## src/ard_pkg.sv

```systemverilog
// Shared constants, codes and types of the archive record deframer.
package ard_pkg;

  localparam int ARD_FIFO_DEPTH = 4;

  localparam int CFG_IDX_W  = 1;
  localparam int CFG_DATA_W = 64;

  localparam logic [CFG_IDX_W-1:0] REG_MAGIC  = 1'd0;
  localparam logic [CFG_IDX_W-1:0] REG_MAXLEN = 1'd1;

  localparam logic [15:0] MAXLEN_RESET = 16'd255;

  localparam logic [1:0] KIND_DIR    = 2'd0;
  localparam logic [1:0] KIND_FILE   = 2'd1;
  localparam logic [1:0] KIND_STATUS = 2'd2;

  localparam logic [2:0] ST_COUNT     = 3'd0;
  localparam logic [2:0] ST_EARLY     = 3'd1;
  localparam logic [2:0] ST_BAD_HDR   = 3'd2;
  localparam logic [2:0] ST_ZERO_NAME = 3'd3;
  localparam logic [2:0] ST_BAD_TAG   = 3'd4;
  localparam logic [2:0] ST_TRUNC     = 3'd5;

  localparam logic [7:0] CH_FILE   = 8'h46;
  localparam logic [7:0] CH_DIR    = 8'h44;
  localparam logic [7:0] CH_SLASH  = 8'h2F;
  localparam logic [7:0] CH_BSLASH = 8'h5C;
  localparam logic [7:0] CH_COLON  = 8'h3A;
  localparam logic [7:0] CH_DOT    = 8'h2E;
  localparam logic [7:0] CH_NUL    = 8'h00;

  localparam int          HDR_BYTES = 12;
  localparam logic [31:0] HDR_LAST  = 32'(HDR_BYTES - 1);

  typedef struct packed {
    logic [1:0]  result_kind;
    logic [31:0] name_offset;
    logic [15:0] name_length;
    logic [31:0] payload_offset;
    logic [31:0] payload_length;
    logic        name_safe;
    logic [2:0]  final_status;
  } res_t;

  typedef struct packed {
    logic valid0;
    logic valid1;
    res_t item0;
    res_t item1;
  } push_t;

  typedef struct packed {
    logic space;
    logic full;
  } fifo_stat_t;

endpackage

```

## src/ard_if.sv

```systemverilog
// Word channel interfaces: archive byte stream in, deframed results out.
interface ard_byte_if;
  logic       valid;
  logic       ready;
  logic [7:0] data_byte;
  logic       last_byte;

  modport source (output valid, output data_byte, output last_byte, input ready);
  modport sink (input valid, input data_byte, input last_byte, output ready);
endinterface

interface ard_res_if;
  logic        valid;
  logic        ready;
  logic [1:0]  result_kind;
  logic [31:0] name_offset;
  logic [15:0] name_length;
  logic [31:0] payload_offset;
  logic [31:0] payload_length;
  logic        name_safe;
  logic [2:0]  final_status;

  modport source (output valid, output result_kind, output name_offset, output name_length,
                  output payload_offset, output payload_length, output name_safe,
                  output final_status, input ready);
  modport sink (input valid, input result_kind, input name_offset, input name_length,
                input payload_offset, input payload_length, input name_safe,
                input final_status, output ready);
endinterface

```

## src/archive_record_deframer_top.sv

```systemverilog
// Archive record deframer: takes an archive one byte word at a time and
// returns one word per directory or file record plus one final status word.
// Channels: in_ch carries data_byte and last_byte; out_ch carries the record
// fields (kind, name offset and length, payload offset and length, name
// verdict, final status). Both complete a word when valid and ready are high.
// cfg_we/cfg_index/cfg_wdata write magic_word (index 0) and max_name_length
// (index 1); write them only while no archive is in flight.
// A byte passes the input register, then its result words enter the queue.
// Throughput: one byte per cycle while in_ch.ready is high; the byte stage and
// the result queue run in one pass per byte. A byte can cause two words
// (record and status), which the queue hands out one after the other.
// Stall: in_ch.ready drops when the result queue holds more than
// FIFO_DEPTH-2 entries; pending words stay in the queue until taken.
// Reset: synchronous on rst_n low; the parser returns to the header phase,
// the queue empties, magic_word becomes 0 and max_name_length 255.
// The parser also restarts on its own after every byte marked last_byte.
module archive_record_deframer_top import ard_pkg::*; #(
  parameter int FIFO_DEPTH = ARD_FIFO_DEPTH
) (
  input  logic                  clk,
  input  logic                  rst_n,
  input  logic                  cfg_we,
  input  logic [CFG_IDX_W-1:0]  cfg_index,
  input  logic [CFG_DATA_W-1:0] cfg_wdata,
  ard_byte_if.sink              in_ch,
  ard_res_if.source             out_ch
);

  logic [63:0] magic_r;
  logic [15:0] maxlen_r;
  logic        in_load;
  push_t       push;
  fifo_stat_t  fstat;
  res_t        out_item;

  always_ff @(posedge clk) begin
    if (!rst_n) begin
      magic_r  <= 64'd0;
      maxlen_r <= MAXLEN_RESET;
    end else if (cfg_we) begin
      case (cfg_index)
        REG_MAGIC:  magic_r  <= cfg_wdata[63:0];
        REG_MAXLEN: maxlen_r <= cfg_wdata[15:0];
        default: begin
        end
      endcase
    end
  end

  assign in_ch.ready = fstat.space;
  assign in_load     = in_ch.valid && in_ch.ready;

  ard_parser u_parser (
    .clk             (clk),
    .rst_n           (rst_n),
    .in_load         (in_load),
    .in_data         (in_ch.data_byte),
    .in_last         (in_ch.last_byte),
    .magic_word      (magic_r),
    .max_name_length (maxlen_r),
    .push            (push)
  );

  ard_result_fifo #(
    .DEPTH (FIFO_DEPTH)
  ) u_fifo (
    .clk       (clk),
    .rst_n     (rst_n),
    .push      (push),
    .out_ready (out_ch.ready),
    .out_valid (out_ch.valid),
    .out_item  (out_item),
    .stat      (fstat)
  );

  assign out_ch.result_kind    = out_item.result_kind;
  assign out_ch.name_offset    = out_item.name_offset;
  assign out_ch.name_length    = out_item.name_length;
  assign out_ch.payload_offset = out_item.payload_offset;
  assign out_ch.payload_length = out_item.payload_length;
  assign out_ch.name_safe      = out_item.name_safe;
  assign out_ch.final_status   = out_item.final_status;

`ifndef SYNTHESIS
  a_pair_ends_in_status: assert property (@(posedge clk) disable iff (!rst_n)
    push.valid1 |-> push.valid0 && push.item1.result_kind == KIND_STATUS)
    else $error("second result of a byte is not a status");

  a_no_push_when_full: assert property (@(posedge clk) disable iff (!rst_n)
    push.valid0 |-> !fstat.full)
    else $error("result queue overflow");

  a_ready_tracks_room: assert property (@(posedge clk) disable iff (!rst_n)
    $past(fstat.full) && fstat.full |-> !in_ch.ready)
    else $error("input taken while result queue full");
`endif

endmodule

```

## src/ard_parser.sv

```systemverilog
// Byte parser: input register, record/field state and result assembly.
module ard_parser import ard_pkg::*; (
  input  logic        clk,
  input  logic        rst_n,
  input  logic        in_load,
  input  logic [7:0]  in_data,
  input  logic        in_last,
  input  logic [63:0] magic_word,
  input  logic [15:0] max_name_length,
  output push_t       push
);

  localparam logic [2:0] PH_HEADER = 3'd0;
  localparam logic [2:0] PH_TAG    = 3'd1;
  localparam logic [2:0] PH_NLEN   = 3'd2;
  localparam logic [2:0] PH_NAME   = 3'd3;
  localparam logic [2:0] PH_DLEN   = 3'd4;
  localparam logic [2:0] PH_DATA   = 3'd5;
  localparam logic [2:0] PH_DONE   = 3'd6;

  logic        vld_r;
  logic [7:0]  byte_r;
  logic        last_r;

  logic [2:0]  phase_r, phase_nxt;
  logic [31:0] pos_r, pos_nxt;
  logic [31:0] target_r, target_nxt;
  logic [31:0] recs_r, recs_nxt;
  logic [31:0] shift_r, shift_nxt;
  logic [2:0]  fidx_r, fidx_nxt;
  logic        tag_file_r, tag_file_nxt;
  logic        tag_known_r, tag_known_nxt;
  logic [15:0] name_len_r, name_len_nxt;
  logic [31:0] name_off_r, name_off_nxt;
  logic [31:0] data_off_r, data_off_nxt;
  logic [31:0] left_r, left_nxt;
  logic        unsafe_r, unsafe_nxt;
  logic [1:0]  comp_len_r, comp_len_nxt;
  logic        dots_r, dots_nxt;
  logic [1:0]  nidx_r, nidx_nxt;
  logic        magic_ok_r, magic_ok_nxt;

  logic        rec_emit;
  logic [1:0]  rec_kind;
  logic [31:0] rec_poff;
  logic [31:0] rec_plen;
  logic        rec_unsafe;
  logic        st_emit;
  logic [2:0]  st_code;
  logic [31:0] sh;
  logic [31:0] left_dec;
  logic [31:0] recs_inc;
  logic [7:0]  magic_byte;
  res_t        rec_item;
  res_t        st_item;

  always_ff @(posedge clk) begin
    if (!rst_n) begin
      vld_r <= 1'b0;
    end else begin
      vld_r <= in_load;
    end
    if (in_load) begin
      byte_r <= in_data;
      last_r <= in_last;
    end
  end

  assign magic_byte = magic_word[(7 - pos_r[2:0]) * 8 +: 8];
  assign sh         = {shift_r[23:0], byte_r};
  assign left_dec   = left_r - 32'd1;
  assign recs_inc   = recs_r + 32'd1;

  always_comb begin
    phase_nxt     = phase_r;
    pos_nxt       = pos_r;
    target_nxt    = target_r;
    recs_nxt      = recs_r;
    shift_nxt     = shift_r;
    fidx_nxt      = fidx_r;
    tag_file_nxt  = tag_file_r;
    tag_known_nxt = tag_known_r;
    name_len_nxt  = name_len_r;
    name_off_nxt  = name_off_r;
    data_off_nxt  = data_off_r;
    left_nxt      = left_r;
    unsafe_nxt    = unsafe_r;
    comp_len_nxt  = comp_len_r;
    dots_nxt      = dots_r;
    nidx_nxt      = nidx_r;
    magic_ok_nxt  = magic_ok_r;
    rec_emit      = 1'b0;
    rec_kind      = KIND_DIR;
    rec_poff      = 32'd0;
    rec_plen      = 32'd0;
    rec_unsafe    = unsafe_r;
    st_emit       = 1'b0;
    st_code       = ST_COUNT;

    if (vld_r) begin
      case (phase_r)
        PH_HEADER: begin
          if (pos_r[31:3] == 29'd0) begin
            if (magic_byte != byte_r) begin
              magic_ok_nxt = 1'b0;
            end
          end else begin
            shift_nxt = sh;
            if (pos_r == HDR_LAST) begin
              target_nxt = sh;
              shift_nxt  = 32'd0;
              if (!magic_ok_r) begin
                st_emit = 1'b1;
                st_code = ST_BAD_HDR;
              end else if (sh == 32'd0) begin
                st_emit = 1'b1;
                st_code = ST_COUNT;
              end else begin
                phase_nxt = PH_TAG;
              end
            end
          end
        end
        PH_TAG: begin
          tag_file_nxt  = (byte_r == CH_FILE);
          tag_known_nxt = (byte_r == CH_FILE) || (byte_r == CH_DIR);
          shift_nxt     = 32'd0;
          fidx_nxt      = 3'd0;
          phase_nxt     = PH_NLEN;
        end
        PH_NLEN: begin
          shift_nxt = sh;
          fidx_nxt  = fidx_r + 3'd1;
          if (fidx_r == 3'd1) begin
            name_len_nxt = sh[15:0];
            name_off_nxt = pos_r + 32'd1;
            shift_nxt    = 32'd0;
            fidx_nxt     = 3'd0;
            if (sh[15:0] == 16'd0) begin
              st_emit = 1'b1;
              st_code = ST_ZERO_NAME;
            end else begin
              left_nxt     = {16'd0, sh[15:0]};
              unsafe_nxt   = sh[15:0] > max_name_length;
              comp_len_nxt = 2'd0;
              dots_nxt     = 1'b1;
              nidx_nxt     = 2'd0;
              phase_nxt    = PH_NAME;
            end
          end
        end
        PH_NAME: begin
          if (byte_r == CH_NUL || byte_r == CH_BSLASH) begin
            unsafe_nxt = 1'b1;
          end
          if (nidx_r == 2'd0 && byte_r == CH_SLASH) begin
            unsafe_nxt = 1'b1;
          end
          if (nidx_r == 2'd1 && byte_r == CH_COLON) begin
            unsafe_nxt = 1'b1;
          end
          if (nidx_r != 2'd3) begin
            nidx_nxt = nidx_r + 2'd1;
          end
          if (byte_r == CH_SLASH) begin
            if (dots_r && (comp_len_r == 2'd1 || comp_len_r == 2'd2)) begin
              unsafe_nxt = 1'b1;
            end
            comp_len_nxt = 2'd0;
            dots_nxt     = 1'b1;
          end else begin
            if (comp_len_r != 2'd3) begin
              comp_len_nxt = comp_len_r + 2'd1;
            end
            if (byte_r != CH_DOT) begin
              dots_nxt = 1'b0;
            end
          end
          left_nxt = left_dec;
          if (left_dec == 32'd0) begin
            if (dots_nxt && (comp_len_nxt == 2'd1 || comp_len_nxt == 2'd2)) begin
              unsafe_nxt = 1'b1;
            end
            comp_len_nxt = 2'd0;
            dots_nxt     = 1'b1;
            if (!tag_known_r) begin
              st_emit = 1'b1;
              st_code = ST_BAD_TAG;
            end else if (tag_file_r) begin
              phase_nxt = PH_DLEN;
            end else begin
              rec_emit = 1'b1;
              rec_kind = KIND_DIR;
            end
          end
        end
        PH_DLEN: begin
          shift_nxt = sh;
          fidx_nxt  = fidx_r + 3'd1;
          if (fidx_r == 3'd3) begin
            fidx_nxt = 3'd0;
            if (sh == 32'd0) begin
              rec_emit = 1'b1;
              rec_kind = KIND_FILE;
              rec_poff = pos_r + 32'd1;
            end else begin
              left_nxt     = sh;
              data_off_nxt = pos_r + 32'd1;
              phase_nxt    = PH_DATA;
            end
          end
        end
        PH_DATA: begin
          left_nxt = left_dec;
          if (left_dec == 32'd0) begin
            rec_emit = 1'b1;
            rec_kind = KIND_FILE;
            rec_poff = data_off_r;
            rec_plen = shift_r;
          end
        end
        default: begin
        end
      endcase

      if (rec_emit) begin
        recs_nxt = recs_inc;
        if (recs_inc == target_r) begin
          st_emit = 1'b1;
          st_code = ST_COUNT;
        end else begin
          phase_nxt = PH_TAG;
        end
      end
      if (st_emit) begin
        phase_nxt = PH_DONE;
      end

      pos_nxt    = pos_r + 32'd1;
      rec_unsafe = unsafe_nxt;

      if (last_r) begin
        if (phase_nxt != PH_DONE) begin
          st_emit = 1'b1;
          if (phase_nxt == PH_HEADER) begin
            st_code = ST_BAD_HDR;
          end else if (phase_nxt == PH_TAG) begin
            st_code = ST_EARLY;
          end else begin
            st_code = ST_TRUNC;
          end
        end
        phase_nxt     = PH_HEADER;
        pos_nxt       = 32'd0;
        target_nxt    = 32'd0;
        recs_nxt      = 32'd0;
        shift_nxt     = 32'd0;
        fidx_nxt      = 3'd0;
        tag_file_nxt  = 1'b0;
        tag_known_nxt = 1'b0;
        name_len_nxt  = 16'd0;
        name_off_nxt  = 32'd0;
        data_off_nxt  = 32'd0;
        left_nxt      = 32'd0;
        unsafe_nxt    = 1'b0;
        comp_len_nxt  = 2'd0;
        dots_nxt      = 1'b1;
        nidx_nxt      = 2'd0;
        magic_ok_nxt  = 1'b1;
      end
    end
  end

  always_comb begin
    rec_item.result_kind    = rec_kind;
    rec_item.name_offset    = name_off_r;
    rec_item.name_length    = name_len_r;
    rec_item.payload_offset = rec_poff;
    rec_item.payload_length = rec_plen;
    rec_item.name_safe      = !rec_unsafe;
    rec_item.final_status   = ST_COUNT;

    st_item.result_kind     = KIND_STATUS;
    st_item.name_offset     = 32'd0;
    st_item.name_length     = 16'd0;
    st_item.payload_offset  = 32'd0;
    st_item.payload_length  = 32'd0;
    st_item.name_safe       = 1'b0;
    st_item.final_status    = st_code;

    push.valid0 = rec_emit || st_emit;
    push.valid1 = rec_emit && st_emit;
    push.item0  = rec_emit ? rec_item : st_item;
    push.item1  = st_item;
  end

  always_ff @(posedge clk) begin
    if (!rst_n) begin
      phase_r     <= PH_HEADER;
      pos_r       <= 32'd0;
      target_r    <= 32'd0;
      recs_r      <= 32'd0;
      shift_r     <= 32'd0;
      fidx_r      <= 3'd0;
      tag_file_r  <= 1'b0;
      tag_known_r <= 1'b0;
      name_len_r  <= 16'd0;
      name_off_r  <= 32'd0;
      data_off_r  <= 32'd0;
      left_r      <= 32'd0;
      unsafe_r    <= 1'b0;
      comp_len_r  <= 2'd0;
      dots_r      <= 1'b1;
      nidx_r      <= 2'd0;
      magic_ok_r  <= 1'b1;
    end else begin
      phase_r     <= phase_nxt;
      pos_r       <= pos_nxt;
      target_r    <= target_nxt;
      recs_r      <= recs_nxt;
      shift_r     <= shift_nxt;
      fidx_r      <= fidx_nxt;
      tag_file_r  <= tag_file_nxt;
      tag_known_r <= tag_known_nxt;
      name_len_r  <= name_len_nxt;
      name_off_r  <= name_off_nxt;
      data_off_r  <= data_off_nxt;
      left_r      <= left_nxt;
      unsafe_r    <= unsafe_nxt;
      comp_len_r  <= comp_len_nxt;
      dots_r      <= dots_nxt;
      nidx_r      <= nidx_nxt;
      magic_ok_r  <= magic_ok_nxt;
    end
  end

endmodule

```

## src/ard_result_fifo.sv

```systemverilog
// Result queue: one entry per parsed byte that yields results, holding one or two results.
module ard_result_fifo import ard_pkg::*; #(
  parameter int DEPTH = ARD_FIFO_DEPTH
) (
  input  logic       clk,
  input  logic       rst_n,
  input  push_t      push,
  input  logic       out_ready,
  output logic       out_valid,
  output res_t       out_item,
  output fifo_stat_t stat
);

  localparam int PW = (DEPTH > 1) ? $clog2(DEPTH) : 1;
  localparam int CW = $clog2(DEPTH + 1);

  typedef struct packed {
    logic two;
    res_t a;
    res_t b;
  } entry_t;

  entry_t        mem [DEPTH];
  logic [PW-1:0] wr_r, wr_nxt;
  logic [PW-1:0] rd_r, rd_nxt;
  logic [CW-1:0] cnt_r, cnt_nxt;
  logic          sub_r, sub_nxt;
  logic          pop;
  entry_t        head;

  assign head      = mem[rd_r];
  assign out_valid = (cnt_r != '0);
  assign out_item  = sub_r ? head.b : head.a;
  assign pop       = out_valid && out_ready && (sub_r || !head.two);

  assign stat.space = (cnt_r <= CW'(DEPTH - 2));
  assign stat.full  = (cnt_r == CW'(DEPTH));

  always_comb begin
    wr_nxt  = wr_r;
    rd_nxt  = rd_r;
    cnt_nxt = cnt_r;
    sub_nxt = sub_r;
    if (push.valid0) begin
      wr_nxt = (wr_r == PW'(DEPTH - 1)) ? '0 : wr_r + PW'(1);
    end
    if (out_valid && out_ready) begin
      sub_nxt = !pop;
    end
    if (pop) begin
      rd_nxt = (rd_r == PW'(DEPTH - 1)) ? '0 : rd_r + PW'(1);
    end
    case ({push.valid0, pop})
      2'b10:   cnt_nxt = cnt_r + CW'(1);
      2'b01:   cnt_nxt = cnt_r - CW'(1);
      default: cnt_nxt = cnt_r;
    endcase
  end

  always_ff @(posedge clk) begin
    if (push.valid0) begin
      mem[wr_r] <= '{two: push.valid1, a: push.item0, b: push.item1};
    end
  end

  always_ff @(posedge clk) begin
    if (!rst_n) begin
      wr_r  <= '0;
      rd_r  <= '0;
      cnt_r <= '0;
      sub_r <= 1'b0;
    end else begin
      wr_r  <= wr_nxt;
      rd_r  <= rd_nxt;
      cnt_r <= cnt_nxt;
      sub_r <= sub_nxt;
    end
  end

endmodule

```

## src/flat_wrapper.sv

```systemverilog
// flat-port wrapper written by rule: the top's interface ports become plain ports
module archive_record_deframer_top_flat import ard_pkg::*;
#(
  parameter int FIFO_DEPTH = ARD_FIFO_DEPTH
)
  (clk, rst_n, cfg_we, cfg_index, cfg_wdata, in_ch_valid, in_ch_data_byte, in_ch_last_byte, in_ch_ready, out_ch_valid, out_ch_result_kind, out_ch_name_offset, out_ch_name_length, out_ch_payload_offset, out_ch_payload_length, out_ch_name_safe, out_ch_final_status, out_ch_ready);
  ard_byte_if in_ch_i ();
  ard_res_if out_ch_i ();
  input  logic clk;
  input  logic rst_n;
  input  logic cfg_we;
  input  logic [CFG_IDX_W-1:0] cfg_index;
  input  logic [CFG_DATA_W-1:0] cfg_wdata;
  input wire logic [$bits(in_ch_i.valid)-1:0] in_ch_valid;
  input wire logic [$bits(in_ch_i.data_byte)-1:0] in_ch_data_byte;
  input wire logic [$bits(in_ch_i.last_byte)-1:0] in_ch_last_byte;
  output wire logic [$bits(in_ch_i.ready)-1:0] in_ch_ready;
  output wire logic [$bits(out_ch_i.valid)-1:0] out_ch_valid;
  output wire logic [$bits(out_ch_i.result_kind)-1:0] out_ch_result_kind;
  output wire logic [$bits(out_ch_i.name_offset)-1:0] out_ch_name_offset;
  output wire logic [$bits(out_ch_i.name_length)-1:0] out_ch_name_length;
  output wire logic [$bits(out_ch_i.payload_offset)-1:0] out_ch_payload_offset;
  output wire logic [$bits(out_ch_i.payload_length)-1:0] out_ch_payload_length;
  output wire logic [$bits(out_ch_i.name_safe)-1:0] out_ch_name_safe;
  output wire logic [$bits(out_ch_i.final_status)-1:0] out_ch_final_status;
  input wire logic [$bits(out_ch_i.ready)-1:0] out_ch_ready;
  assign in_ch_i.valid = in_ch_valid;
  assign in_ch_i.data_byte = in_ch_data_byte;
  assign in_ch_i.last_byte = in_ch_last_byte;
  assign in_ch_ready = in_ch_i.ready;
  assign out_ch_valid = out_ch_i.valid;
  assign out_ch_result_kind = out_ch_i.result_kind;
  assign out_ch_name_offset = out_ch_i.name_offset;
  assign out_ch_name_length = out_ch_i.name_length;
  assign out_ch_payload_offset = out_ch_i.payload_offset;
  assign out_ch_payload_length = out_ch_i.payload_length;
  assign out_ch_name_safe = out_ch_i.name_safe;
  assign out_ch_final_status = out_ch_i.final_status;
  assign out_ch_i.ready = out_ch_ready;
  archive_record_deframer_top #(.FIFO_DEPTH(FIFO_DEPTH)) u_core (.clk(clk), .rst_n(rst_n), .cfg_we(cfg_we), .cfg_index(cfg_index), .cfg_wdata(cfg_wdata), .in_ch(in_ch_i), .out_ch(out_ch_i));
endmodule
```

## config.mk

```make
export PLATFORM = sky130hd
export DESIGN_NAME = archive_record_deframer_top_flat
export DESIGN_NICKNAME = d
export VERILOG_FILES = /design/src/ard_pkg.sv /design/src/ard_if.sv /design/src/archive_record_deframer_top.sv /design/src/ard_parser.sv /design/src/ard_result_fifo.sv /design/src/flat_wrapper.sv
export SDC_FILE = /design/constraint.sdc
export NUM_CORES = 1
export LEC_CHECK = 0
export BUFFER_PORTS_ARGS = -buffer_cell sky130_fd_sc_hd__buf_2
export CAP_MARGIN = 20
export CORE_UTILIZATION = 55
export CTS_CLUSTER_DIAMETER = 120
export CTS_CLUSTER_SIZE = 30
export DETAILED_ROUTE_END_ITERATION = 8
export GPL_TIMING_DRIVEN = 0
export PLACE_DENSITY = 0.7
export SLEW_MARGIN = 0
export SYNTH_ARGS = -nofsm -noshare
export SYNTH_HDL_FRONTEND = slang
export SYNTH_SLANG_ARGS = --single-unit
```

## constraint.sdc

```tcl
create_clock -name clk -period 10.14 [get_ports clk]
set_input_delay 2.028 -clock clk [delete_from_list [all_inputs] [get_ports clk]]
set_output_delay 2.028 -clock clk [all_outputs]
set_load 0.01 [all_outputs]
```

Word level (Yosys, flattened, before mapping)
Memories as Yosys holds them, arrays and structs flattened. A register that Yosys moved wholly into a read port is not among the register bits.
Index checks and enable logic that the tools add are counted.
{ "totals": {"ff_bits": 353, "ramBits": 488, "input_bits": 79, "output_inout_bits": 120, "elab_cells": 284, "n_memories": 1} }
{ "op_classes": {"add_sub_neg": 11, "magnitude_cmp": 2, "eq_ne": 37, "n_shift": 1, "mux": 150, "bitwise_logic": 1, "n_reduce_logical": 55} }
{ "memory_table": {"columns": ["memory", "depth", "width", "rd", "rd_clocked_by_memory_dff", "wr", "line_no", "rtl"], "rows": [
  ["u_core.u_fifo.mem", 4, 122, 1, 1, 1, "ard_result_fifo.sv:23", "entry_t mem [DEPTH];"]
]} }
{ "ops": {"columns": ["operator", "count"], "rows": [
  ["$mux 32", 30],
  ["$mux 118", 2],
  ["$pmux 32 s4", 1],
  ["$pmux 32 s3", 1],
  ["$mux 3", 28],
  ["$add 32x1->32 const B", 2],
  ["$logic_not 32->1", 2],
  ["$pmux 32 s2", 1],
  ["$shiftx 64x33->8", 1],
  ["$mux 1", 54],
  ["$mux 16", 3],
  ["$mux 2", 19],
  ["$eq 32x32->1", 1],
  ["$eq 32x4->1 const B", 1],
  ["$sub 32x1->32 const B", 1],
  ["$logic_not 29->1", 1],
  ["$eq 8x7->1 const B", 3],
  ["$reduce_bool 2->1", 11],
  ["$ne 3x3->1 const B", 7],
  ["$pmux 3 s3", 2],
  ["$eq 8x6->1 const B", 2],
  ["$gt 16x16->1", 1],
  ["$logic_not 16->1", 1],
  ["$reduce_and 4->1", 4],
  ["other kinds (33)", 78]
]} }

Logic depth before layout (Yosys ltp)
Gate-level depths: netlist (run 1).
{ "logic_depth": {"depth_word": 18, "depth_mapped": 17, "mapped_depth_nobuf": 16} }

By module
Synthesis (run 1) repeated with hierarchy kept, for this count alone.
{ "unflattened": {"cells_unflattened": 4070, "hier_area_um2": 57249.9} }
{ "by_module_without_submodules": {"columns": ["module", "instances", "cells_per_inst", "area_each_um2"], "rows": [
  ["ard_result_fifo", 1, 1427, 36144.7],
  ["ard_parser", 1, 2301, 17855.9],
  ["archive_record_deframer_top", 1, 342, 3249.4]
]} }

Worst setup path before layout (run 1)
No wires, ideal clock.
{ "synth_path": {"kind": "register -> register", "from": "register u_core.u_parser.left_r[22]", "to": "memory u_core.u_fifo.mem[0][0] (netlist name), enable pin", "t_arrival_ns": 5.840, "required_time_ns": 9.644, "setup_slack_ns": 3.804, "stages_incl_launch_ff": 10, "path_buffers": 1, "period_less_slack_ns": 6.336, "path_cell_list": "dfxtp_1 -> clkbuf_1 -> or4_1 -> or2_1 -> or4_1 -> xor2_1 -> nand4_4 -> o41ai_2 -> o31a_1 -> and2_1"} }
{ "synth_between": {"elab_chain_cells": 16, "elab_cells_between_ends": 25, "cone_classes": "1 x add/sub; 1 x eq/ne; 21 x mux; 2 x reduce/logical"} }
{ "synth_rtl": {"columns": ["element", "line_no", "rtl"], "rows": [
  ["start: declaration", "ard_parser.sv:36", "logic [31:0] left_r, left_nxt;"],
  ["start signal: assignment", "ard_parser.sv:328", "left_r <= left_nxt;"],
  ["$sub 32x1->32 *", "ard_parser.sv:71", "assign left_dec = left_r - 32'd1;"],
  ["$logic_not 32->1 *", "ard_parser.sv:180, ard_parser.sv:215", null],
  ["$mux 1 (on tied branches)", "ard_parser.sv:180, ard_parser.sv:215", null],
  ["$pmux 1 s3", "ard_parser.sv:101", "case (phase_r)"],
  ["$mux 1 (on tied branches)", "ard_parser.sv:228, ard_parser.sv:100", null],
  ["$mux 1", "ard_parser.sv:226", "if (rec_emit) begin"],
  ["$mux 1", "ard_parser.sv:100", "if (vld_r) begin"],
  ["$mux 3", "ard_parser.sv:235", "if (st_emit) begin"],
  ["$mux 3", "ard_parser.sv:100", null],
  ["$ne 3x3->1", "ard_parser.sv:243", "if (phase_nxt != PH_DONE) begin"],
  ["$mux 1", "ard_parser.sv:243", null],
  ["$mux 1", "ard_parser.sv:242", "if (last_r) begin"],
  ["$mux 1", "ard_parser.sv:100", null],
  ["$logic_or 1x1->1 *", "ard_parser.sv:291", "push.valid0 = rec_emit || st_emit;"],
  ["$mux 1 *", "ard_result_fifo.sv:61", "if (push.valid0) begin"],
  ["$mux 1 (not written as such) *", "ard_result_fifo.sv:62", "mem[wr_r] <= '{two: push.valid1, a: push.item0, b: push.item1};"],
  ["end: declaration", "ard_result_fifo.sv:23", null]
]} }
Mark *: on every way between the ends. The rest lies on a longest branch, timed or not. The select of a mux whose other input is x is not followed.

==> qor.yml, run 1 <==
status:
  outcome: "completed"
sta:
  maxSlewViolCount: 0
  setup_violations: 0
  rsz0062_at_grt: "false"
  fin_ws_ps: 4240
  hold_ws_ps: 471
  post-route-period-util_pct: 58.2
  slew_headroom_pct: 31.7
  worst_slew_pin_slew_ps: 1020
  fin_crit_ps: 5900
  fmax_ghz: 0.169
  hold_violations: 0
  finalClockSkew_ps: 39.8
  finalSetupTns_ps: 0
floorplan:
  dieArea_um2: 70200
  num_rows: 96
  io_pins: 199
  start_util_pct: 55.6
  die_w_um: 265
  die_y_um: 265
  core_area_um2: 68500
layout:
  drive_gt1_share_pct: 12.2
  nets: 3619
  fin_area_um2: 41400
  area_growth_pct: 8.92
  nFillCells: 5560
synth:
  syn_inst: 3258
  ys_ff_latch: 843
  yosys_warnings: 0
  async_flop_share_pct: 0
  synth_area_leaders: "edfxtp_1 (39%), dfxtp_1 (18%), mux4_2 (8.2%)"
  ys_seq_area_share_pct: 57.4
  synth-edff-count: 497
  synth_top_flop_cell: "edfxtp_1"
  syn_nets: 3373
  synth_area_um2: 38000
  yosysTopAreaCell: "edfxtp_1"
  ys_types: 82
  yosysTopAreaCellShare_pct: 39.2
  synth.avg_cell_area_um2: 11.7
place:
  io_buffers: 198
  place_congestion: 0.960
  placed_cell_area_um2: 40400
  hpwl_mm: 77.1
  pre_cts_ws_ps: 4620
cts:
  cts_tree: "built"
  cts.sinks: 843
  ctsHoldBuffers: 0
  ctsResizeCount: 0
  numCtsBuffers: 34
  clk_pin_slew_ps: 120
  postCtsSetupBuffers: 0
  clock_path_buffers: 3
  clk_latency_ps: 630
  root_buffer: "clkbuf_16"
  htreeDepth: 2
critical_path:
  critPathLaunchType: "flip-flop"
  cp_slowest_stage_delay_ps: 820
  path_cells: "clkbuf_1 > clkbuf_1 > buf_1 > mux4_2 > nand2_1 > nand2_1 > buf_2"
  cpMaxStageDelayCell: "buf_1"
  required_ps: 8110
  critPathCaptureType: "primary output"
  path_buf_inv: 4
  cp_top_family: "buffers and inverters"
  critPathKind: "flip-flop to primary output"
  critPathMaxFanout: 10
  arrival_ps: 3880
route:
  dr.pass1.iters: 5
  wl_mm: 107
  drcViolationCount: 0
  ant_nets: 0
  vias: 27100
  drt_iter0_drc: 2796
  wire_per_inst_um: 24.2
  avgViaCountPerCell: 6.15
pwr:
  power_density_nw_per_um2: 141
  p_total_mw: 5.84
  ir_drop_uv: 150
  p_leak_nw: 13.3
global_route:
  antenna_found_initial: 4
  grt_start_max_net_pins: 57
  grt_overflow: 0
  grt_pass1_wl_mm: 162
  track_usage_pct: 30.4
  grt_pass1_vias: 26800
flow_run:
  drv_cap: 0
hold_path:
  hold_path.class: "flip-flop to flip-flop"
-- sequential cells by signal, summed over array words and instances (netlist names), 8 cells and up, named ones only --
signal	count
u_core.u_parser.data_off_r	32
u_core.u_parser.recs_r	32
u_core.u_parser.name_off_r	32
u_core.u_parser.shift_r	32
u_core.maxlen_r	16
u_core.magic_r	64
u_core.u_fifo.mem	488
u_core.u_parser.name_len_r	16
u_core.u_parser.pos_r	32
u_core.u_parser.byte_r	8
u_core.u_parser.left_r	32
u_core.u_parser.target_r	32
-- synth_stat cells (4+ instances only) --
master / number
or4_1: 10
a22oi_1: 119
or3_1: 16
a21boi_0: 132
nor3_1: 72
o41ai_1: 4
nand2_1: 343
a31oi_1: 7
nand2b_1: 7
mux4_2: 138
xnor2_1: 67
nor2_1: 186
nor2b_1: 161
a21o_1: 8
inv_1: 51
o22ai_1: 9
and3_1: 52
a211oi_1: 10
o31ai_1: 15
nand4_1: 27
and2_1: 202
clkbuf_1: 194
nor3b_1: 8
ha_1: 35
o21ai_0: 75
o21a_1: 10
nor4_1: 38
or2_2: 4
mux2i_1: 27
and4_1: 10
dfxtp_1: 346
edfxtp_1: 497
buf_1: 28
o211ai_1: 17
nand3_1: 58
o21ai_1: 24
xor2_1: 36
a2111oi_0: 6
buf_2: 12
a21oi_1: 130
-- metal layers --
layer | GRT usage [%] | vias to the layer above | routed length (um)
met4 | 9.72 | 0 | 3450
met5 | 0 | - | 0
li1 | - | 12400 | -
met3 | 3.96 | 176 | 6450
met2 | 51.8 | 980 | 52900
met1 | 40.3 | 13600 | 43900
-- worst paths after layout --
path,from,to,slack (ps),depth (start not counted)
max,flip-flop,out_ch_final_status[2],4240,7
min,u_core.magic_r[15],u_core.magic_r[15],470,2
max reg2reg,u_core.u_parser.left_r[0],u_core.u_fifo.mem[0][24],4440,10
min reg2reg,u_core.magic_r[15],u_core.magic_r[15],470,2
-- through the flow --
step,std cells,utilization (%)
finish,4413,60.5
global route,4413,60.5
CTS,4409,60.5
detailed placement,4348,59.0
global placement,4338,58.6
floorplan,3258,-
-- cell type report --
type                            count  area, um2  area share, %
Multi-Input combinational cell   2126      15100           36.4
Timing Repair Buffer              210       1240           3.00
Tap cell                          882       1100           2.66
Antenna cell                        2       5.00         0.0121
Clock buffer                       57        968           2.34
Inverter                           55        206          0.498
Sequential cell                   843      21900           52.7
Clock inverter                      4       65.1          0.157
Buffer                            234        893           2.16
-- worst reg2reg max path, delay by kind of cell, from the launching register on --
kind                      cells  cell delay [ps]
xor gates and xnor gates      1              420
AOI/OAI and AO/OA             2             1200
buffers and inverters         2              630
and+or+nand+nor               5             2590
DFF                           1              430
-- cells by family (layout without fill, tap and decap cells) --
group	count (synthesis)	count (layout)	share of synthesized area, %
simple gates	1220	1220	16.6
flops	843	843	57.4
compound gates	602	602	10.6
buf+inv	289	560	2.89
mux	165	165	8.88
xor+xnor	103	103	2.37
fa+ha+maj	36	36	1.20
other cells	0	2	0
-- report_power, final --
part / leakage, nW / total (mW) / internal (mW) / switching (mW)
clock: 0.491 / 1.74 / 0.680 / 1.06
combinational: 5.82 / 0.451 / 0.179 / 0.271
sequential: 7.00 / 3.65 / 3.62 / 0.0219
-- cell usage in the layout (no fill, tap or decap), types with 5 or more instances in the layout --
cell type  count
and3_1        52
buf_1         28
and4_1        10
nand2b_1       7
buf_2        212
o21ai_0       75
xor2_1        36
ha_1          35
or4_1         10
a211oi_1      10
a22oi_1      119
buf_16         8
o211ai_1      17
edfxtp_1     497
clkbuf_1     215
dfxtp_1      346
a21oi_1      130
o31ai_1       15
o22ai_1        9
a21o_1         8
a31oi_1        7
nand3_1       58
nand2_1      343
xnor2_1       67
nand4_1       27
a21boi_0     132
nor2b_1      161
mux2i_1       27
nor3b_1        8
nor4_1        38
clkbuf_16     35
nor3_1        72
o21ai_1       24
a2111oi_0      5
inv_1         51
or3_1         16
mux4_2       138
and2_1       198
o21a_1        10
nor2_1       186
Power figures use the tool's default switching activity.
==> inputs of run 2 (changes only) <==
Settings changed: ABC_AREA set to 1, PLACE_DENSITY 0.7 to 0.73.
Clock period 10.14 ns to 5.4 ns, I/O delays scaled along.
==> run 2 against run 1 <==
Sequential cell count unchanged. Setup slack worse by 3700 ps. Clock-buffer cell count down 3. First-iteration DRC count up 49%. Area after synthesis up 1.8%. Combinational power rose to 3.2 times the previous value. Cell area up 2.2%. Clock skew down 10 ps. Utilization up 0.81 points. Synthesized cell count up 40%. Critical path type unchanged. Largest cell class unchanged.
==> qor.yml, run 2 <==
floorplan:
  die_w_um: 267
  num_rows: 96
  start_util_pct: 56.1
  die_y_um: 267
  core_area_um2: 69100
  io_pins: 199
  dieArea_um2: 71500
sta:
  finalClockSkew_ps: 29.8
  fin_crit_ps: 4870
  fmax_ghz: 0.205
  hold_ws_ps: 474
  slew_headroom_pct: 32.9
  finalSetupTns_ps: 0
  rsz0062_at_grt: "false"
  fin_ws_ps: 528
  hold_violations: 0
  worst_slew_pin_slew_ps: 996
  setup_violations: 0
  maxSlewViolCount: 0
  post-route-period-util_pct: 90.2
flow_run:
  drv_cap: 0
pwr:
  p_total_mw: 11.7
  p_leak_nw: 16.0
  power_density_nw_per_um2: 275
  ir_drop_uv: 194
synth:
  synth_area_leaders: "edfxtp_1 (39%), dfxtp_1 (18%), nor2_1 (9.9%)"
  async_flop_share_pct: 0
  yosysMostFrequentCell: "nor2_1"
  synth_common_cells: "nor2_1 (1021), nand2_1 (679), edfxtp_1 (497), o21ai_0 (467), a21oi_1 (390)"
  yosys_warnings: 0
  syn_inst: 4568
  synth_top_flop_cell: "edfxtp_1"
  ys_ff_latch: 843
  synth_area_um2: 38700
  ys_seq_area_share_pct: 56.4
  syn_nets: 4683
  synth.avg_cell_area_um2: 8.48
  yosysTopAreaCell: "edfxtp_1"
  yosysTopAreaCellShare_pct: 38.5
  synth-edff-count: 497
  ys_types: 58
global_route:
  track_usage_pct: 32.0
  grt_pass1_wl_mm: 174
  antenna_found_initial: 0
  grt_start_max_net_pins: 32
  grt_pass1_vias: 29700
  grt_overflow: 0
layout:
  largest_reg_flops: 488
  layout_common_cells: "nor2_1 (1017), nand2_1 (679), edfxtp_1 (497)"
  reg_top3: "u_core.u_fifo.mem (488), u_core.magic_r (64)"
  fin_area_um2: 42400
  nFillCells: 5975
  nets: 4937
  drive_gt1_share_pct: 7.74
  antenna_cells: 0
  top_register: "u_core.u_fifo.mem"
  area_growth_pct: 9.39
  mostFrequentLayoutCell: "nor2_1"
cts:
  clk_latency_ps: 620
  clock_path_buffers: 3
  ctsResizeCount: 0
  htreeDepth: 2
  postCtsSetupBuffers: 0
  cts_tree: "built"
  ctsHoldBuffers: 0
  clk_pin_slew_ps: 110
  cts.sinks: 843
  root_buffer: "clkbuf_16"
  numCtsBuffers: 34
critical_path:
  required_ps: 4320
  crit_cells: 8
  timing.rr.start: "u_core.u_parser.recs_r[1]"
  cpMostUsedCell: "clkbuf_1"
  critPathCaptureType: "primary output"
  r2r_cells: 23
  cpMaxStageDelayCell: "clkbuf_1"
  cp-endpoint: "out_ch_payload_length[0]"
  critPathLaunchType: "flip-flop"
  reg2reg_to: "u_core.u_fifo.mem[1][20]"
  cp_slowest_stage_delay_ps: 720
  critPathMaxFanout: 10
  path_buf_inv: 4
  cp_top_family: "buffers and inverters"
  arrival_ps: 3790
  path_cells: "clkbuf_1 > clkbuf_1 > clkbuf_1 > nor2_1 > nor2_1 > o21ai_0 > a21oi_1 > buf_2"
  reg2reg_slack_ps: 620
  critPathKind: "flip-flop to primary output"
hold_path:
  hold_start: "u_core.u_parser.name_off_r[31]"
  hold_path.class: "flip-flop to flip-flop"
route:
  wire_per_inst_um: 20.0
  drcViolationCount: 0
  drt_iter0_drc: 4170
  ant_nets: 0
  wl_mm: 116
  avgViaCountPerCell: 5.72
  vias: 33100
  dr.pass1.iters: 7
place:
  pre_cts_ws_ps: 664
  place_congestion: 0.957
  hpwl_mm: 86.3
  placed_cell_area_um2: 41300
  io_buffers: 198
status:
  outcome: "completed"
## run 2: cell count changes after synthesis, sizes merged, moves of 131 or more
cell    delta
nor2     +869
o21ai    +381
nand2    +353
inv      +300
a21oi    +260
and2     -201
nor2b    -161
mux4     -138
a21boi   -131
## run 2: how the worst min path moves through the flow
stage,to,cells after the start
2_1_floorplan,u_core.magic_r[1],2
3_3_place_gp,u_core.u_parser.name_len_r[1],2
3_5_place_dp,u_core.u_parser.name_len_r[8],2
4_1_cts,u_core.u_parser.name_len_r[8],2
5_1_grt,u_core.u_parser.name_off_r[5],2
6_report,u_core.u_parser.name_off_r[31],2
## run 2: worst min-delay path: stages (launching register included)
cell	delay, ps
dfxtp_1	330
nand2_1	60
a21oi_1	50
## run 2: layer usage
layer	GRT usage (%)	vias up	part of all wire, %
li1	-	15800	-
met1	46.4	15500	43
met2	51.0	1672	46
met3	3.88	166	9.6
met4	7.91	0	2.3
met5	0	-	0
## run 2: cell families after synthesis
group	count (synthesis)	synth area share, %
flip-flops	843	56.4
AO/OA/AOI/OAI	1000	13.7
adder cells (fa/ha/maj)	36	1.18
AND/OR/NAND/NOR	2041	21.6
XOR/XNOR	37	0.911
buffers and inverters	611	6.18
## run 2: layout make-up
cell class / count / area [um2] / area share (%)
Timing Repair Buffer: 218 / 1430 / 3.38
Buffer: 251 / 1040 / 2.46
Tap cell: 931 / 1160 / 2.75
Clock buffer: 54 / 947 / 2.24
Inverter: 360 / 1350 / 3.19
Sequential cell: 843 / 21900 / 51.6
Clock inverter: 4 / 63.8 / 0.151
Multi-Input combinational cell: 3114 / 14500 / 34.2
## run 2: through the flow
stage,utilization (%),std cells
6_report,61.3,5775
3_5_place_dp,59.9,5717
2_1_floorplan,-,4568
5_1_grt,61.3,5775
4_1_cts,61.3,5775
3_3_place_gp,59.2,5697
## run 2: power by group
group	switching, mW	leakage, nW	internal [mW]
logic	1.02	7.59	0.437
registers	0.0776	7.96	6.87
clock network	2.00	0.483	1.26
